File: config.mk
export PLATFORM = sky130hd
export DESIGN_NAME = typed_value_hash_top
export DESIGN_NICKNAME = d
export VERILOG_FILES = /design/src/hw/rtl/tvh_pkg.sv /design/src/hw/rtl/tvh_mul_unit.sv /design/src/hw/rtl/typed_value_hash_top.sv
export SDC_FILE = /design/constraint.sdc
export NUM_CORES = 2
export LEC_CHECK = 0
export BUFFER_PORTS_ARGS = -buffer_cell sky130_fd_sc_hd__buf_2
export CORE_UTILIZATION = 40
export CTS_CLUSTER_SIZE = 24
export DETAILED_ROUTE_END_ITERATION = 6
export GPL_TIMING_DRIVEN = 0
export PLACE_DENSITY = 0.56
export SYNTH_ARGS = -nofsm -noshare
export SYNTH_HDL_FRONTEND = slang
export SYNTH_SLANG_ARGS = --single-unit
File: constraint.sdc
create_clock -name clock -period 14.32 [get_ports clock]
set_input_delay 2.148 -clock clock [delete_from_list [all_inputs] [get_ports clock]]
set_output_delay 2.148 -clock clock [all_outputs]
set_load 0.01 [all_outputs]
File: src/hw/rtl/tvh_pkg.sv
// ----------------------------------------------------------------------------
// tvh_pkg
// Shared types and constants for the typed value hash block.
// ----------------------------------------------------------------------------
`default_nettype none

package tvh_pkg;

   // splitmix64 finalizer multipliers
   localparam logic [63:0] MIX_MUL_A       = 64'hbf58476d1ce4e5b9;
   localparam logic [63:0] MIX_MUL_B       = 64'h94d049bb133111eb;

   localparam logic [63:0] BOOL_TRUE_HASH  = 64'h9e3779b97f4a7c15;
   localparam logic [63:0] BOOL_FALSE_HASH = 64'hd6e8feb86659fd93;
   localparam logic [63:0] NEG_ZERO_BITS   = 64'h8000000000000000;

   // FNV-1a 64: prime = 2^40 + 0x1b3
   localparam logic [63:0] FNV_BASIS       = 64'hcbf29ce484222325;
   localparam logic [8:0]  FNV_PRIME_LO    = 9'h1b3;
   localparam int          FNV_PRIME_SHIFT = 40;

   typedef enum logic [1:0] {
      MODE_INT    = 2'd0,
      MODE_DOUBLE = 2'd1,
      MODE_BOOL   = 2'd2,
      MODE_TEXT   = 2'd3
   } mode_type;

   typedef enum logic [1:0] {
      ST_IDLE,
      ST_MIX_A,
      ST_MIX_B
   } state_type;

   typedef enum logic [1:0] {
      STEP_LL,
      STEP_HL,
      STEP_LH
   } mul_step_type;

   typedef struct packed {
      logic start;
      logic sel_b;   // 0: MIX_MUL_A, 1: MIX_MUL_B
   } mul_ctl_type;

endpackage

`default_nettype wire

File: src/hw/rtl/tvh_mul_unit.sv
// ----------------------------------------------------------------------------
// tvh_mul_unit
// Low 64 bits of operand times a mix constant, built from one 32x32
// multiplier in three steps (lo*lo, hi*lo, lo*hi).
// ----------------------------------------------------------------------------
`default_nettype none

module tvh_mul_unit
   import tvh_pkg::*;
(
   input  logic        clock,
   input  logic        reset,
   input  mul_ctl_type ctl,
   input  logic [63:0] operand,
   output logic        done,
   output logic [63:0] product
);

   logic         busy_ff, busy_in;
   logic         done_ff, done_in;
   mul_step_type step_ff, step_in;
   logic         sel_ff, sel_in;
   logic [63:0]  x_ff, x_in;
   logic [63:0]  acc_ff, acc_in;

   logic [63:0]  konst;
   logic [31:0]  op_a;
   logic [31:0]  op_b;
   logic [63:0]  part;

   assign konst = sel_ff ? MIX_MUL_B : MIX_MUL_A;
   assign op_a  = (step_ff == STEP_HL) ? x_ff[63:32] : x_ff[31:0];
   assign op_b  = (step_ff == STEP_LH) ? konst[63:32] : konst[31:0];
   assign part  = 64'(op_a) * 64'(op_b);

   always_comb begin
      busy_in = busy_ff;
      step_in = step_ff;
      sel_in  = sel_ff;
      x_in    = x_ff;
      acc_in  = acc_ff;
      done_in = 1'b0;
      if (ctl.start) begin
         busy_in = 1'b1;
         step_in = STEP_LL;
         sel_in  = ctl.sel_b;
         x_in    = operand;
      end else if (busy_ff) begin
         unique case (step_ff)
            STEP_LL: begin
               acc_in  = part;
               step_in = STEP_HL;
            end
            STEP_HL: begin
               // cross terms only reach the upper word
               acc_in  = {acc_ff[63:32] + part[31:0], acc_ff[31:0]};
               step_in = STEP_LH;
            end
            STEP_LH: begin
               acc_in  = {acc_ff[63:32] + part[31:0], acc_ff[31:0]};
               busy_in = 1'b0;
               done_in = 1'b1;
            end
            default: begin
               busy_in = 1'b0;
            end
         endcase
      end
   end

   always_ff @(posedge clock) begin
      if (reset) begin
         busy_ff <= 1'b0;
         done_ff <= 1'b0;
         step_ff <= STEP_LL;
      end else begin
         busy_ff <= busy_in;
         done_ff <= done_in;
         step_ff <= step_in;
      end
   end

   always_ff @(posedge clock) begin
      sel_ff <= sel_in;
      x_ff   <= x_in;
      acc_ff <= acc_in;
   end

   assign done    = done_ff;
   assign product = acc_ff;

endmodule

`default_nettype wire

File: src/hw/rtl/typed_value_hash_top.sv
// ----------------------------------------------------------------------------
// typed_value_hash_top
// Hashes integer, double, boolean and text column values to 64 bits.
// ----------------------------------------------------------------------------
// Integers and doubles go through the splitmix64 finalizer (double -0 hashes
// as +0); booleans give a fixed constant; text comes at most one byte per
// item (none when req_no_byte is set) and folds into a running FNV-1a 64
// hash that is returned on the item marked final_byte and then restarts
// from the offset basis. For an integer or double item the finalizer's two
// 64-bit multiplies run one after the other on a single shared 32x32
// multiplier, three partial products each. req_ready is low after accept
// until that result is loaded, and also while the result register holds an
// item that rsp_ready does not take, so no new item is accepted while a
// numeric one is in flight.
// ----------------------------------------------------------------------------
`default_nettype none

module typed_value_hash_top
   import tvh_pkg::*;
(
   input  logic        clock,
   input  logic        reset,

   input  logic        req_valid,
   output logic        req_ready,
   input  logic [1:0]  req_mode,
   input  logic [63:0] req_payload,
   input  logic        req_final_byte,
   input  logic        req_no_byte,

   output logic        rsp_valid,
   input  logic        rsp_ready,
   output logic [63:0] rsp_hash_value
);

   state_type   state_ff, state_in;
   logic        rsp_valid_ff, rsp_valid_in;
   logic [63:0] rsp_hash_ff, rsp_hash_in;
   logic [63:0] text_acc_ff, text_acc_in;

   mode_type    mode;
   logic        accept;
   logic [63:0] num_bits;
   logic [63:0] pre_mix;
   logic [63:0] text_x;
   logic [63:0] text_fold;
   logic [63:0] text_sum;

   mul_ctl_type mul_ctl;
   logic [63:0] mul_operand;
   logic        mul_done;
   logic [63:0] mul_product;

   logic        rsp_load;
   logic [63:0] rsp_load_value;

   assign mode      = mode_type'(req_mode);
   assign req_ready = (state_ff == ST_IDLE) && (!rsp_valid_ff || rsp_ready);
   assign accept    = req_valid && req_ready;

   assign num_bits  = (mode == MODE_DOUBLE && req_payload == NEG_ZERO_BITS) ?
                      64'd0 : req_payload;
   assign pre_mix   = num_bits ^ (num_bits >> 30);

   // x * (2^40 + 0x1b3)
   assign text_x    = text_acc_ff ^ {56'd0, req_payload[7:0]};
   assign text_fold = (text_x << FNV_PRIME_SHIFT) + text_x * 64'(FNV_PRIME_LO);
   assign text_sum  = req_no_byte ? text_acc_ff : text_fold;

   tvh_mul_unit u_mul (
      .clock   (clock),
      .reset   (reset),
      .ctl     (mul_ctl),
      .operand (mul_operand),
      .done    (mul_done),
      .product (mul_product)
   );

   // next state
   always_comb begin
      state_in = state_ff;
      unique case (state_ff)
         ST_IDLE: begin
            if (accept && (mode == MODE_INT || mode == MODE_DOUBLE)) begin
               state_in = ST_MIX_A;
            end
         end
         ST_MIX_A: begin
            if (mul_done) begin
               state_in = ST_MIX_B;
            end
         end
         ST_MIX_B: begin
            if (mul_done) begin
               state_in = ST_IDLE;
            end
         end
         default: begin
            state_in = ST_IDLE;
         end
      endcase
   end

   // outputs and datapath control
   always_comb begin
      mul_ctl        = '0;
      mul_operand    = pre_mix;
      rsp_load       = 1'b0;
      rsp_load_value = mul_product ^ (mul_product >> 31);
      text_acc_in    = text_acc_ff;
      unique case (state_ff)
         ST_IDLE: begin
            if (accept) begin
               unique case (mode)
                  MODE_INT, MODE_DOUBLE: begin
                     mul_ctl.start = 1'b1;
                     mul_ctl.sel_b = 1'b0;
                  end
                  MODE_BOOL: begin
                     rsp_load       = 1'b1;
                     rsp_load_value = req_payload[0] ? BOOL_TRUE_HASH : BOOL_FALSE_HASH;
                  end
                  MODE_TEXT: begin
                     if (req_final_byte) begin
                        rsp_load       = 1'b1;
                        rsp_load_value = text_sum;
                        text_acc_in    = FNV_BASIS;
                     end else begin
                        text_acc_in    = text_sum;
                     end
                  end
                  default: begin
                  end
               endcase
            end
         end
         ST_MIX_A: begin
            mul_operand = mul_product ^ (mul_product >> 27);
            if (mul_done) begin
               mul_ctl.start = 1'b1;
               mul_ctl.sel_b = 1'b1;
            end
         end
         ST_MIX_B: begin
            rsp_load = mul_done;
         end
         default: begin
         end
      endcase
   end

   assign rsp_valid_in = rsp_load || (rsp_valid_ff && !rsp_ready);
   assign rsp_hash_in  = rsp_load ? rsp_load_value : rsp_hash_ff;

   always_ff @(posedge clock) begin
      if (reset) begin
         state_ff     <= ST_IDLE;
         rsp_valid_ff <= 1'b0;
         text_acc_ff  <= FNV_BASIS;
      end else begin
         state_ff     <= state_in;
         rsp_valid_ff <= rsp_valid_in;
         text_acc_ff  <= text_acc_in;
      end
   end

   always_ff @(posedge clock) begin
      rsp_hash_ff <= rsp_hash_in;
   end

   assign rsp_valid      = rsp_valid_ff;
   assign rsp_hash_value = rsp_hash_ff;

endmodule

`default_nettype wire

Yosys cells after proc, flatten, opt, wreduce, memory -nomap -nowiden --
Cells that the tools add are included.
Word-level totals: flip-flop bits (word level) 264, bits in latches 0, memory bits (writable) 0, ROM bits 0, bits of input ports 72, output and inout bits 66, word-level logic and storage cells 88, memories 0
Cells by class: add/subtract/negate cells 2, $mul 2, divide/modulo/power cells 0, $lt $le $gt $ge 0, equality and inequality tests 11, shifts and indexed selects 0, muxes and demuxes 30, bitwise operators 7, reduce and logical (&&, ||, !) cells 25
Operator list (count):
- $mux W64 | 7
- $pmux W64 S2 | 2
- $add A64 B64 Y64 | 1
- $eq A64 B64 Y1 const B | 1
- $mul A32 B32 Y64 | 1
- $mul A64 B9 Y64 const B | 1
- $mux W32 | 2
- $xor A64 B33 Y64 | 1
- $xor A64 B34 Y64 | 1
- $xor A64 B37 Y64 | 1
- $xor A64 B8 Y64 | 1
- $mux W63 | 1
- $mux W62 | 1
- $add A32 B32 Y32 | 1
- $mux W2 | 6
- $reduce_and A3 Y1 | 3
- $eq A2 B2 Y1 const B | 4
- $pmux W2 S2 | 2
- $reduce_or A2 Y1 | 4
- $eq A2 B1 Y1 const B | 3
- $logic_not A2 Y1 | 3
- $mux W1 | 6
- $ne A2 B1 Y1 const B | 3
- $pmux W2 S3 | 1
- other kinds (9) | 20

Logic depth before layout (Yosys ltp) --
word-level depth 8, depth in mapped cells 44, mapped depth without buffers 42

Cells and area by module --
Synthesis repeated with hierarchy kept, for this count alone.
Unflattened totals: cell total of the unflattened synthesis 5805, area total of the unflattened synthesis 54994.0 um^2
By module, submodules not included:
- tvh_mul_unit | times used 1, cells an instance 3531, area each 35564.1 um^2, seq. area each 3953.8 um^2
- typed_value_hash_top | times used 1, cells an instance 2274, area each 19429.9 um^2, seq. area each 3263.1 um^2

Worst setup path before layout --
OpenSTA, ideal clock, no wires.
path type reg2reg, start point reg u_mul.step_ff[1], end point reg u_mul.acc_ff[63] (netlist: u_mul.product[63]) (data pin), setup time 265 ps, arrival time 9717 ps, required time 14055 ps, setup slack 4339 ps, cell stages (with the launch flop) 39, path buffers 2, clock period less this slack 9981 ps, path through dfxtp_1 > inv_1 > ha_1 > clkbuf_1 > clkbuf_1 > mux2i_1 > inv_1 > nand2_1 > inv_1 > nand2_1 > o21ai_0 > fa_1 > fa_1 > fa_1 > inv_1 > fa_1 > inv_1 > fa_1 > (+3 left out) > ha_1 > and4_1 > a221o_1 > a211o_2 > nand2_1 > nand2_1 > xnor2_1 > ha_1 > and3_1 > nand3_1 > nor4_1 > a21oi_1 > a311oi_1 > a21oi_1 > o21a_1 > xnor2_1 > nand2_1 > o21ai_1
Between the ends: longest elaborated chain between the ends 5, elaborated cells between the ends (all ways) 9, classes of those cells add/sub (1); mul (1); eq/ne (2); mux (3); reduce/logical (2)
RTL lines:
- start: declaration | line tvh_mul_unit.sv:21 | mul_step_type step_ff, step_in;
- start signal: assignment | line tvh_mul_unit.sv:79 | step_ff <= step_in;
- $eq A2 B1 Y1 / $eq A2 B2 Y1 (equally long branches) | line tvh_mul_unit.sv:32, tvh_mul_unit.sv:49, tvh_mul_unit.sv:33
- $mux W32 (on tied branches) | line tvh_mul_unit.sv:32, tvh_mul_unit.sv:33
- $mul A32 B32 Y64 | line tvh_mul_unit.sv:34 | assign part = 64'(op_a) * 64'(op_b);
- $add A32 B32 Y32 | line tvh_mul_unit.sv:56, tvh_mul_unit.sv:60
- $pmux W64 S2 * | line tvh_mul_unit.sv:49 | unique case (step_ff)
- end signal: assignment | line tvh_mul_unit.sv:86 | acc_ff <= acc_in;
- end: declaration | line tvh_mul_unit.sv:24 | logic [63:0] acc_ff, acc_in;
Every way passes the cells marked *; elsewhere a longest branch is shown, timed or not. The select of a mux whose other input is x is not followed. A chain may end at the register's enable or synchronous reset.

Worst setup path after layout --
start point reg u_mul.step_ff[1], end point reg u_mul.acc_ff[62] (netlist: u_mul.product[62]) (data pin)
The elaborated chain is that of the path after synthesis.

==> run metrics <==
Worst Hold End state_ff[1]; cts repair resizes 0; Chip Width 369.1 um; I/O pin cnt 138; vias in the first global route approximately 43000; Post-Syn Instances 5523; Synth Area in Compound Gates 0.09430; drt pass-1 iters 7; Via density 5.562; global route total overflow 0; share of cells above drive strength 1 0.05696; largest cells by area after synthesis fa_1, ha_1, edfxtp_1, inv_1, dfxtp_1; GP Congestion 1.037; Finish-stage setup viols 0; Initial Utilization 0.4033; XOR/XNOR Fraction of Synth Area 0.04290; # port buffers 134; Core Area 133600 sq um; worst reg2reg setup slack 1110 ps; Mapped Area 53900 sq um; CP max FO 10; Min Clock Period, post-route approximately 13000 ps; CP Launch Type register; crit-path most repeated cell ha_1; FMAX 0.07570 GHz; Worst Setup End Kind register; Hold Buf Count CTS 0; Top FF cell, synth edfxtp_1; Slew Viols, Final 8; TritonCTS clock tree built; RSZ-0062 raised after global routing no; Slew HR -0.03938; drt wl/cell ~29 um; period utilization 0.9224; number of buffers created by CTS 27; Cell Area, Placed 57080 sq um; Adder-Cell Fraction of Synth Area 0.5227; Seq/Total Area, Yosys 0.1339; Filler cells 13270; clock sink total around 260; largest net degree at the start of global routing 68; count of flip-flops with a built-in enable after synthesis 193; Clock Tree Buf Depth 3; initial antenna violation count 27; DRC viols 40; Hold WC Path Type register to register; postcts setup bufs 0; largest family of logic cells by synthesized area adder cells; GRT Total Usage 0.3191; mux share of post-synthesis cell area 0.01349; cell area after layout 58050 sq um; clock skew 27.65 ps; area leader, netlist fa_1; Synth Area in Simple Gates 0.08864; CTS root buf clkbuf_16; Synth top area share 0.3978; area grow syn2layout 7.703%; hold path start u_mul.done; placed wire-length estimate 190.2 mm; CP Data Arrival Time 13670 ps; final setup TNS 0 ps; Post-Route WL around 220 mm; Syn Area/Cell 9.758 sq um; first-pass GRT wire length 309.0 mm; clock latency on the worst-skew pair 620 ps; row count approximately 130; R2R cell count 44; die area 136200 sq um; Hold Path Stages 2; Yosys reg bits 264; nets@finish 7383; DIE HEIGHT around 370 um; r2r startpoint u_mul.step_ff[1]; H-tree levels 1; vias between 40000 and 50000; max_cap viols 1; failing checks DRC, capacitance limit, slew limit; YS warnings 0; Post-synth ARST share 0; Distinct cells, synth 89; CP max stage delay ~1300 ps; crit path kind register to register; Mapped Nets ~7200; initial drt markers 4303; outcome complete, but fails checks; CP max stage cell mux2i_1; final hold vios 0; Worst-Margin Slew 1516 ps; R2R Path End u_mul.product[62]; Req. time, crit path 14790 ps; post-route ant nets 0; Clk pin slew, worst setup/hold paths 70 ps
-- stage by stage --
stage	setup WS [ps]	util	cells	hold WS (ps)
2_1_floorplan	4339	-	5523	475.9
3_3_place_gp	94.33	0.4249	7425	504.1
3_5_place_dp	1433	0.4271	7441	508.4
4_1_cts	1332	0.4342	7491	518.6
5_1_grt	775.5	0.4342	7495	548.4
6_report	1111	0.4344	7504	516.9
-- layer usage --
metal | global-route usage | share of wire | vias up
li1 | - | - | 17730
met1 | 0.4122 | 0.39 | 21480
met2 | 0.5130 | 0.46 | 2000
met3 | 0.05274 | 0.082 | 516
met4 | 0.1692 | 0.065 | 10
met5 | 0 | 0.00036 | -
-- layout make-up --
type / count / area [sq um] / share of cell area
multi-input cells: 3769 / 41140 / 0.7087
flip-flops and latches: 264 / 7217 / 0.1243
inverters: 1331 / 4999 / 0.08611
well taps: 1768 / 2212 / 0.03811
repair buffers: 150 / 899.6 / 0.01550
clock buffers: 38 / 814.5 / 0.01403
plain buffers: 159 / 611.8 / 0.01054
clock inverters: 12 / 122.6 / 0.002112
diodes: 13 / 32.53 / 0.0005604
-- cell families after synthesis --
group / count (synthesis)
fa+ha+maj: 1609
buf+inv: 1490
simple gates: 1049
compound gates: 780
xor+xnor: 264
flops: 264
mux: 67
-- Yosys cell counts (all sizes together) (58+ instances only) --
library cell / n
a21o: 101
a21oi: 209
clkbuf: 142
dfxtp: 71
edfxtp: 193
fa: 1071
ha: 538
inv: 1328
nand2: 373
nand3: 58
nor2: 320
o21ai: 216
xnor2: 151
xor2: 113
-- sequential cells by signal, indices dropped and copies added (netlist names), 2 cells and up --
name / flops
rsp_hash_value: 64
u_mul.product: 64
u_mul.x_ff: 64
u_mul.step_ff: 2
state_ff: 2
text_acc_ff: 64
-- layout by cell type (no fill, tap or decap), types with 14 or more instances in the layout --
cell       count
clkbuf_1     144
o21bai_1      21
a211oi_1      17
dfxtp_1       71
nor4_1        19
nand2_1      373
mux2_2        45
or2_2         18
a21oi_1      204
nor3_1        29
nand4_1       37
fa_1        1071
nand3_1       58
o211ai_1      32
clkbuf_16     30
o22ai_1       14
o21a_1        14
o21ai_0      200
and3_1        49
a31oi_1       15
ha_1         538
a2bb2oi_1     19
edfxtp_1     193
nand2b_1      35
nor2_1       318
and2_1        30
a22oi_1       20
xor2_1       113
nor2b_1       44
xnor2_1      151
inv_1       1327
a21o_1       101
buf_2        140
-- worst max-delay path, delay by kind of cell (launching register included) --
family | cells | cell delay (ps)
muxes | 1 | 1290
buffers and inverters | 9 | 2790
xor gates and xnor gates | 1 | 740
and+or+nand+nor | 6 | 1510
AOI/OAI and AO/OA | 16 | 2690
adders and majority gates | 11 | 3620
DFF | 1 | 360
-- worst max-delay path by stage --
stage	start	endpoint	slack (ps)	cells after the start
6_report	u_mul.step_ff[1]	u_mul.product[62]	1110	44
5_1_grt	u_mul.step_ff[1]	u_mul.product[62]	780	43
4_1_cts	u_mul.step_ff[1]	u_mul.product[62]	1330	43
3_5_place_dp	u_mul.step_ff[1]	u_mul.product[62]	1430	43
3_3_place_gp	u_mul.step_ff[1]	u_mul.product[63]	90	38
2_1_floorplan	u_mul.step_ff[1]	u_mul.product[63]	4340	38
Power is left out: the tool's default activity adds up to more than one toggle a clock period on the data nets, which glitch-free logic cannot reach.
